File: src/sv/tepq_pkg.sv
package tepq_pkg;

    localparam int DEPTH       = 64;
    localparam int TIME_BITS   = 32;
    localparam int TARGET_BITS = 16;
    localparam int CNT_BITS    = 7;

    typedef enum logic [1:0] {
        FN_INSERT   = 2'd0,
        FN_ADV_NEXT = 2'd1,
        FN_ADV_TIME = 2'd2,
        FN_CLEAR    = 2'd3
    } t_func;

    typedef enum logic [2:0] {
        STS_INSERTED = 3'd0,
        STS_FIRED    = 3'd1,
        STS_NOTHING  = 3'd2,
        STS_EMPTY    = 3'd3,
        STS_FULL     = 3'd4,
        STS_CLEARED  = 3'd5
    } t_status;

    typedef enum logic [1:0] {
        S_IDLE,
        S_EXEC,
        S_FIRE
    } t_state;

    typedef struct packed {
        logic [TIME_BITS-1:0]   evt_time;
        logic [TARGET_BITS-1:0] tgt;
    } t_entry;

    typedef struct packed {
        logic   ins;
        logic   pop;
        t_entry entry;
    } t_cell_cmd;

    typedef struct packed {
        t_status                status;
        logic [TARGET_BITS-1:0] fired_target;
        logic [TIME_BITS-1:0]   fired_time;
        logic [TIME_BITS-1:0]   clock_now;
        logic [CNT_BITS-1:0]    pending_count;
        logic                   group_end;
        logic                   last;
    } t_result;

endpackage

File: src/sv/tepq_ctrl.sv
module tepq_ctrl (
    input  logic                                  i_clk,
    input  logic                                  i_rst_n,
    input  logic                                  i_in_valid,
    output logic                                  o_in_stall,
    input  tepq_pkg::t_func                       i_func,
    input  logic [tepq_pkg::TIME_BITS-1:0]        i_event_time,
    input  logic [tepq_pkg::TARGET_BITS-1:0]      i_target_id,
    input  tepq_pkg::t_entry                      i_head,
    input  tepq_pkg::t_entry                      i_second,
    output tepq_pkg::t_cell_cmd                   o_cmd,
    output logic [tepq_pkg::CNT_BITS-1:0]         o_count,
    output logic                                  o_out_valid,
    input  logic                                  i_out_stall,
    output tepq_pkg::t_result                     o_result
);

    tepq_pkg::t_state  r_state, n_state;
    tepq_pkg::t_func   r_func;
    logic [tepq_pkg::TIME_BITS-1:0]   r_tval;
    logic [tepq_pkg::TARGET_BITS-1:0] r_tgt;
    logic [tepq_pkg::TIME_BITS-1:0]   r_goal, n_goal;
    logic [tepq_pkg::TIME_BITS-1:0]   r_clock, n_clock;
    logic [tepq_pkg::TIME_BITS-1:0]   r_grp, n_grp;
    logic [tepq_pkg::CNT_BITS-1:0]    r_count, n_count;
    logic                             r_out_valid;
    tepq_pkg::t_result                r_out, n_out;
    logic [tepq_pkg::TIME_BITS:0]     w_sum;
    logic w_acc, w_emit_ok, w_emit, w_full, w_empty, w_head_due, w_grp_end, w_next_due;

    assign w_acc      = i_in_valid && (r_state == tepq_pkg::S_IDLE);
    assign w_emit_ok  = !r_out_valid || !i_out_stall;
    assign w_full     = (r_count == tepq_pkg::CNT_BITS'(tepq_pkg::DEPTH));
    assign w_empty    = (r_count == '0);
    assign w_head_due = (i_head.evt_time <= r_goal);
    assign w_grp_end  = (r_count == tepq_pkg::CNT_BITS'(1)) || (i_second.evt_time != r_grp);
    assign w_next_due = (r_count > tepq_pkg::CNT_BITS'(1)) && (i_second.evt_time <= r_goal);
    assign w_sum      = {1'b0, r_clock} + {1'b0, i_event_time};
    assign n_goal     = w_sum[tepq_pkg::TIME_BITS] ? '1 : w_sum[tepq_pkg::TIME_BITS-1:0];

    assign o_in_stall  = (r_state != tepq_pkg::S_IDLE);
    assign o_count     = r_count;
    assign o_out_valid = r_out_valid;
    assign o_result    = r_out;

    always_comb begin
        n_state = r_state;
        unique case (r_state)
            tepq_pkg::S_IDLE: begin
                if (w_acc) n_state = tepq_pkg::S_EXEC;
            end
            tepq_pkg::S_EXEC: begin
                if (w_emit_ok) begin
                    unique case (r_func)
                        tepq_pkg::FN_INSERT,
                        tepq_pkg::FN_CLEAR:    n_state = tepq_pkg::S_IDLE;
                        tepq_pkg::FN_ADV_NEXT:
                            n_state = w_empty ? tepq_pkg::S_IDLE : tepq_pkg::S_FIRE;
                        tepq_pkg::FN_ADV_TIME:
                            n_state = (w_empty || !w_head_due) ? tepq_pkg::S_IDLE
                                                               : tepq_pkg::S_FIRE;
                        default:               n_state = tepq_pkg::S_IDLE;
                    endcase
                end
            end
            tepq_pkg::S_FIRE: begin
                if (w_emit_ok && w_grp_end &&
                    !((r_func == tepq_pkg::FN_ADV_TIME) && w_next_due)) begin
                    n_state = tepq_pkg::S_IDLE;
                end
            end
            default: n_state = tepq_pkg::S_IDLE;
        endcase
    end

    always_comb begin
        w_emit    = 1'b0;
        n_out     = '0;
        n_out.last = 1'b1;
        o_cmd     = '0;
        o_cmd.entry.evt_time = r_tval;
        o_cmd.entry.tgt      = r_tgt;
        n_count   = r_count;
        n_clock   = r_clock;
        n_grp     = r_grp;
        unique case (r_state)
            tepq_pkg::S_IDLE: begin
            end
            tepq_pkg::S_EXEC: begin
                if (w_emit_ok) begin
                    unique case (r_func)
                        tepq_pkg::FN_INSERT: begin
                            w_emit = 1'b1;
                            if (w_full) begin
                                n_out.status = tepq_pkg::STS_FULL;
                            end else begin
                                o_cmd.ins    = 1'b1;
                                n_count      = r_count + tepq_pkg::CNT_BITS'(1);
                                n_out.status = tepq_pkg::STS_INSERTED;
                            end
                        end
                        tepq_pkg::FN_CLEAR: begin
                            w_emit       = 1'b1;
                            n_count      = '0;
                            n_clock      = '0;
                            n_out.status = tepq_pkg::STS_CLEARED;
                        end
                        tepq_pkg::FN_ADV_NEXT: begin
                            if (w_empty) begin
                                w_emit       = 1'b1;
                                n_out.status = tepq_pkg::STS_EMPTY;
                            end else begin
                                n_grp   = i_head.evt_time;
                                n_clock = i_head.evt_time;
                            end
                        end
                        tepq_pkg::FN_ADV_TIME: begin
                            if (w_empty) begin
                                w_emit       = 1'b1;
                                n_clock      = r_goal;
                                n_out.status = tepq_pkg::STS_EMPTY;
                            end else if (!w_head_due) begin
                                w_emit       = 1'b1;
                                n_clock      = r_goal;
                                n_out.status = tepq_pkg::STS_NOTHING;
                            end else begin
                                n_grp   = i_head.evt_time;
                                n_clock = i_head.evt_time;
                            end
                        end
                        default: begin
                        end
                    endcase
                end
            end
            tepq_pkg::S_FIRE: begin
                if (w_emit_ok) begin
                    w_emit             = 1'b1;
                    o_cmd.pop          = 1'b1;
                    n_count            = r_count - tepq_pkg::CNT_BITS'(1);
                    n_clock            = r_grp;
                    n_out.status       = tepq_pkg::STS_FIRED;
                    n_out.fired_target = i_head.tgt;
                    n_out.fired_time   = r_grp;
                    n_out.group_end    = w_grp_end;
                    n_out.last         = 1'b0;
                    if (w_grp_end) begin
                        if (r_func == tepq_pkg::FN_ADV_TIME) begin
                            if (w_next_due) begin
                                n_grp = i_second.evt_time;
                            end else begin
                                n_clock    = r_goal;
                                n_out.last = 1'b1;
                            end
                        end else begin
                            n_out.last = 1'b1;
                        end
                    end
                end
            end
            default: begin
            end
        endcase
        n_out.clock_now     = n_clock;
        n_out.pending_count = n_count;
    end

    always_ff @(posedge i_clk) begin
        if (!i_rst_n) begin
            r_state     <= tepq_pkg::S_IDLE;
            r_count     <= '0;
            r_clock     <= '0;
            r_out_valid <= 1'b0;
        end else begin
            r_state <= n_state;
            r_count <= n_count;
            r_clock <= n_clock;
            if (w_emit) begin
                r_out_valid <= 1'b1;
            end else if (!i_out_stall) begin
                r_out_valid <= 1'b0;
            end
        end
    end

    always_ff @(posedge i_clk) begin
        r_grp <= n_grp;
        if (w_emit) r_out <= n_out;
        if (w_acc) begin
            r_func <= i_func;
            r_tval <= i_event_time;
            r_tgt  <= i_target_id;
            r_goal <= n_goal;
        end
    end

endmodule

File: config.mk
export PLATFORM = sky130hd
export DESIGN_NAME = tepq_ctrl
export DESIGN_NICKNAME = d
export VERILOG_FILES = /design/src/sv/tepq_pkg.sv /design/src/sv/tepq_ctrl.sv
export SDC_FILE = /design/constraint.sdc
export NUM_CORES = 1
export LEC_CHECK = 0
export BUFFER_PORTS_ARGS = -buffer_cell sky130_fd_sc_hd__buf_2
export CAP_MARGIN = 40
export CORE_MARGIN = 10
export CORE_UTILIZATION = 30
export CTS_CLUSTER_DIAMETER = 50
export DETAILED_ROUTE_END_ITERATION = 10
export SLEW_MARGIN = 20
export SYNTH_ARGS = -nofsm -noshare
export SYNTH_HDL_FRONTEND = slang
export SYNTH_SLANG_ARGS = --single-unit
File: constraint.sdc
create_clock -name i_clk -period 8.8 [get_ports i_clk]
set_input_delay 1.76 -clock i_clk [delete_from_list [all_inputs] [get_ports i_clk]]
set_output_delay 1.76 -clock i_clk [all_outputs]
set_load 0.03 [all_outputs]
# Word level (Yosys, flattened, before mapping)
# Index checks and enable logic that the tools add are counted.
[op_classes]
bitwise_logic = 0
n_div = 0
order_cmp = 3
n_addsub = 3
reduce_logical = 21
multipliers = 0
eq_ne = 20
shifts = 0
muxes = 57
[ops]
columns = ["operator", "count"]
rows = [
  ["$mux 32", 16],
  ["$pmux 32 s2", 3],
  ["$pmux 32 s3", 1],
  ["$le 32x32->1", 2],
  ["$mux 49", 1],
  ["$add 32x32->33", 1],
  ["$ne 32x32->1", 1],
  ["$pmux 7 s2", 2],
  ["$mux 7", 3],
  ["$mux 2", 8],
  ["$mux 1", 15],
  ["$ne 2x2->1 const B", 7],
  ["$pmux 2 s3", 2],
  ["$pmux 3 s4", 1],
  ["$reduce_and 10->1", 1],
  ["$ne 3x3->1 const B", 3],
  ["$add 7x1->7 const B", 1],
  ["$eq 7x1->1 const B", 1],
  ["$eq 7x7->1 const B", 1],
  ["$gt 7x1->1 const B", 1],
  ["$logic_not 7->1", 1],
  ["$sub 7x1->7 const B", 1],
  ["$eq 2x2->1 const B", 3],
  ["$mux 3", 2],
  ["14 further kinds", 26],
]
[word_totals]
latch_bits = 0
elab_cells = 120
out_inout_bits = 151
regBits = 248
inputBits = 150
rom_bits = 0
memories = 0
ramBits = 0

# Longest topological paths before layout
[depth]
ltp_word = 7
ltp_mapped = 13
ltp_nobuf = 12

# Least setup slack after synthesis
# No wires, ideal clock.
[synth_path]
path_kind = "input-to-reg"
from = "in i_head[30] (netlist bit)"
to = "reg r_out, in the netlist o_result[0] (enable)"
setup_slack_ns = 1.012
t_required_ns = 8.257
setup_ns = 0.543
stages = 10
t_arrival_ns = 7.245
path_buffers = 1
cell_sequence = "ha_1 > nand4_1 > or2_2 > o21ai_0 > a211oi_1 > o21a_1 > clkbuf_1 > o211ai_1 > a31oi_1 > nor2_1"
[synth_via]
elab_chain_len = 6
[synth_rtl]
columns = ["element", "line_no", "rtl"]
rows = [
  ["start: declaration", "tepq_ctrl.sv:9", "input tepq_pkg::t_entry i_head,"],
  ["$le 32x32->1", "tepq_ctrl.sv:35", "assign w_head_due = (i_head.evt_time <= r_goal);"],
  ["$mux 1", "tepq_ctrl.sv:122", "end else if (!w_head_due) begin"],
  ["$mux 1", "tepq_ctrl.sv:118", "if (w_empty) begin"],
  ["$pmux 1 s3", "tepq_ctrl.sv:91", "unique case (r_func)"],
  ["$mux 1", "tepq_ctrl.sv:90", "if (w_emit_ok) begin"],
  ["$pmux 1 s2", "tepq_ctrl.sv:86", "unique case (r_state)"],
  ["net w_emit", "tepq_ctrl.sv:29", "logic w_acc, w_emit_ok, w_emit, w_full, w_empty, w_head_due, w_grp_end, w_next_due;"],
  ["end signal: assignment", "tepq_ctrl.sv:188", "if (w_emit) r_out <= n_out;"],
  ["end: declaration", "tepq_ctrl.sv:27", "tepq_pkg::t_result r_out, n_out;"],
]
# The timed path passes the listed nets, and every way through them passes these cells.
# A chain may end at the register's enable or synchronous reset.

==> qor.txt <==
RUN STATUS
--------------------------------------------------------------------------------------------------
Result of the run                                                                        completed

PWR
--------------------------------------------------------------------------------------------------
Peak VDD IR                                                                              0.1197 mV
Leakage power of the design                                                               7.844 nW
Switching pwr                                                                             1.046 mW
Register share of total power                                                                39.8%
Portion of total power attributed to combinational logic                                     16.1%
Cell-internal power                                                                       2.480 mW
Sw frac                                                                                     29.67%
Overall power                                                                             3.526 mW
Clock power share                                                                            44.2%
Total power density per cell area                                                     190.0 mW/mm2

WORST SETUP PATH
--------------------------------------------------------------------------------------------------
Required time of the critical path                                                         7.04 ns
CP Class                                                                                    in2out
Start of the worst register-to-register path                                          r_goal[29]$_SDFFCE_PP1P_
Source of the critical timing path                                                     i_out_stall
Category of the worst setup path launch point                                            input pin
Worst EP arrival                                                                           3.40 ns
Crit path max fanout                                                                            44
Worst Setup End Kind                                                                  primary output

SYNTH
--------------------------------------------------------------------------------------------------
Number of distinct standard cells referenced by the synthesized netlist                         60
Sequential area share after synthesis                                                       47.21%
EDFF count, synth                                                                              206
Yosys Warn Count                                                                                 0
Synthesis-stage register bit count                                                             248
Share of async-settable or async-resettable flops after synthesis                               0%
Instance count of the mapped netlist                                                          1447
Net count after synthesis                                                                     1705
Synthesized cell area                                                                  0.01488 mm2
Post-synth top flop                                                                       edfxtp_1
Synthesized area divided by synthesized cell count                                       10.29 um2

PLACED DESIGN
--------------------------------------------------------------------------------------------------
Worst slack after detailed placement                                                      3.159 ns
Weighted congestion at the end of routability-driven global placement                       0.9200
Post-DP HPWL                                                                              40690 um
Placed cell count                                                                             2340
Number of port buffers                                                                         284
Area after detailed placement                                                          0.01721 mm2

TIMING
--------------------------------------------------------------------------------------------------
Highest Clock Rate                                                                       193.8 MHz
Setup violations, final                                                                          0
Least-Margin Pin Slew                                                                    0.8080 ns
Final WS setup                                                                            3.641 ns
Fraction of the cycle the final worst path needs                                            58.63%
Clock period minus worst slack                                                            5.159 ns
Setup_tns                                                                                     0 ns
Clock Skew                                                                              0.02160 ns
Unrepaired setup endpoints after global routing                                                 no
Number of max-slew violations in the final report                                                0
Count of final hold-check violations                                                             0
Max transition margin                                                                       46.13%

LAYOUT
--------------------------------------------------------------------------------------------------
Final standard cell count with taps included and fillers excluded                             2427
Design area                                                                            0.01856 mm2
Synth-to-layout area growth                                                                 24.68%
Proportion of layout cells with a drive suffix above 1                                      24.51%
Layout filler cell count                                                                      4855
Reg area                                                                              0.007027 mm2
Number of nets in the layout                                                                  1977
Area of the multi-input gates                                                         0.007448 mm2

FLOORPLAN
--------------------------------------------------------------------------------------------------
Top-level I/O count                                                                            301
Chip height                                                                               242.7 um
# rows                                                                                          81
Core area                                                                              0.04895 mm2
Starting density of the core                                                                30.40%
Die area                                                                               0.05892 mm2
Width of the die                                                                          242.7 um

ROUTING
--------------------------------------------------------------------------------------------------
Number of remaining DRC errors                                                                   0
Starting DRC count in detailed routing                                                        1079
Routed wire length per instance                                                           23.06 um
Total number of vias                                                                        12.99k
Detail Route Antenna Nets                                                                        0
Post-detailed-route via-to-cell ratio                                                        5.353
Number of optimization iterations in the first detailed-route pass                               6
Post-Route WL                                                                             55970 um

CLOCK NETWORK
--------------------------------------------------------------------------------------------------
Number of sinks driven by the clock tree                                                       248
Clock tree from TritonCTS                                                                     done
Inserted Clock Buffers                                                                          41
Clock latency at the later pin of the worst-skew pair                                      0.57 ns
H-tree levels                                                                                    2
Clock root buffer master                                                                 clkbuf_16
Maximum buffer depth of the clock tree                                                           3
Number of setup buffers added after CTS                                                          0
Post-cts sizing count                                                                            0
Clock transition time at the flip-flop clock pins of the worst setup and hold paths        0.05 ns
Count of hold-fix buffers inserted at cts                                                        0

GLOBAL ROUTE
--------------------------------------------------------------------------------------------------
Initial antenna violation count                                                                 11
Wire length of the first global-routing pass                                              82050 um
Pin count of the biggest net entering global routing                                            65
Grt total ovfl                                                                                   0
Vias in the first global route                                                              12.87k
GRT Total Usage                                                                             18.13%

FLOW RUN
--------------------------------------------------------------------------------------------------
Count of max-cap constraint violations                                                           0

HOLD PATH
--------------------------------------------------------------------------------------------------
Worst hold-check path type                                                                 reg2reg
Hold Crit Start                                                                       r_state[1]$_SDFFE_PN0P_

==> power groups by stage <==
stage               logic [mW]  clock network, mW  registers (mW)
finish                   0.566               1.56            1.40
global route             0.613               1.64            1.41
CTS                      0.569               1.60            1.40
detailed placement       0.565                  0            1.43
global placement         0.549                  0            1.42
floorplan                0.264                  0            1.50
==> through the flow <==
stage          hold slack (ns)  utilization [%]
2_1_floorplan           0.4515                -
3_3_place_gp            0.4633            34.79
3_5_place_dp            0.4827            35.15
4_1_cts                 0.4900            37.84
5_1_grt                 0.5187            37.87
6_report                0.4855            37.91
==> cells in the mapped netlist (2+ instances only) <==
library cell,number,area share (%)
nand2_1,218,5.5
edfxtp_1,206,42
ha_1,107,9.0
o21ai_0,98,3.3
and3_1,83,3.5
clkbuf_1,67,1.7
o211ai_1,66,3.3
inv_1,50,1.3
a21oi_1,49,1.6
a21o_1,43,2.2
dfxtp_1,42,5.6
xnor2_1,42,2.5
mux2i_1,41,2.8
nor2_1,37,0.93
o31ai_1,36,1.8
mux2_2,32,2.4
a32oi_1,31,1.8
nand4_1,25,1.1
nor2b_1,16,0.67
nand3_1,15,0.50
xor2_1,13,0.77
and2_1,12,0.50
o21ai_1,12,0.40
nand2b_1,9,0.38
nor3_1,9,0.30
a41o_1,8,0.54
a211oi_1,6,0.30
buf_1,6,0.15
nor4_1,6,0.25
a31oi_1,5,0.21
buf_2,5,0.17
a21boi_0,4,0.20
o21a_1,4,0.20
o22ai_1,4,0.17
or2_2,4,0.17
a311oi_1,3,0.18
and4_1,3,0.18
o21bai_1,3,0.15
a211o_1,2,0.12
a22o_1,2,0.12
a22oi_1,2,0.10
or3_1,2,0.084
or4_1,2,0.10
==> logic make-up after synthesis <==
| kind of cell | count (synthesis) | synth area share, % |
|---|---|---|
| AND/OR/NAND/NOR | 445 | 14.41 |
| AO/OA/AOI/OAI | 389 | 17.54 |
| flip-flops | 248 | 47.21 |
| buffers and inverters | 129 | 3.295 |
| adder cells (fa/ha/maj) | 108 | 9.130 |
| multiplexers | 73 | 5.179 |
| XOR/XNOR | 55 | 3.237 |
==> cells in the final DEF (no fill, tap or decap), types with 41 or more instances in the layout <==
master     instances
clkbuf_16         43
nand2_1          216
ha_1             105
a21oi_1           49
a21o_1            43
mux2i_1           41
o21ai_0           98
edfxtp_1         206
inv_1             50
dfxtp_1           42
xnor2_1           42
buf_2            284
o211ai_1          66
and3_1            83
==> sequential cells by signal (all words and copies together), names as in the netlist <==
name         flops
r_tgt           16
r_goal          32
r_func           2
r_tval          32
o_out_valid      1
r_grp           32
r_state          2
o_count          7
o_result        92
r_clock         32
==> layout make-up <==
type | count | area share, %
antenna | 13 | 0.1753
clock buffer | 50 | 5.994
clock inverter | 24 | 1.113
inverter | 51 | 1.032
multi-input combinational | 1070 | 40.14
sequential | 248 | 37.87
tap | 664 | 4.477
timing repair buffer | 307 | 9.204
==> per-layer routing <==
metal	wire length, um	vias up	part of all wire [%]	GRT usage [%]
met1	23930	6301	43	23.32
met3	4216	112	7.5	4.360
met2	26010	540	46	28.96
met5	34	-	0.061	0
li1	-	6033	-	-
met4	1774	6	3.2	6.874
==> critical path, stage by stage <==
cell and delay [ns]:
buf_2 0.10, nand2_1 0.31, buf_4 0.48, nand2_1 0.22, inv_1 0.24, buf_2 0.25
==> worst paths after layout <==
check	end	slack (ns)	cells after the start
max	o_cmd[48]	3.64	6
min	r_state[1]$_SDFFE_PN0P_	0.49	2
max reg2reg	o_result[16]$_DFFE_PP_	4.46	10
min reg2reg	r_state[1]$_SDFFE_PN0P_	0.49	2
Power figures use the tool's default switching activity.
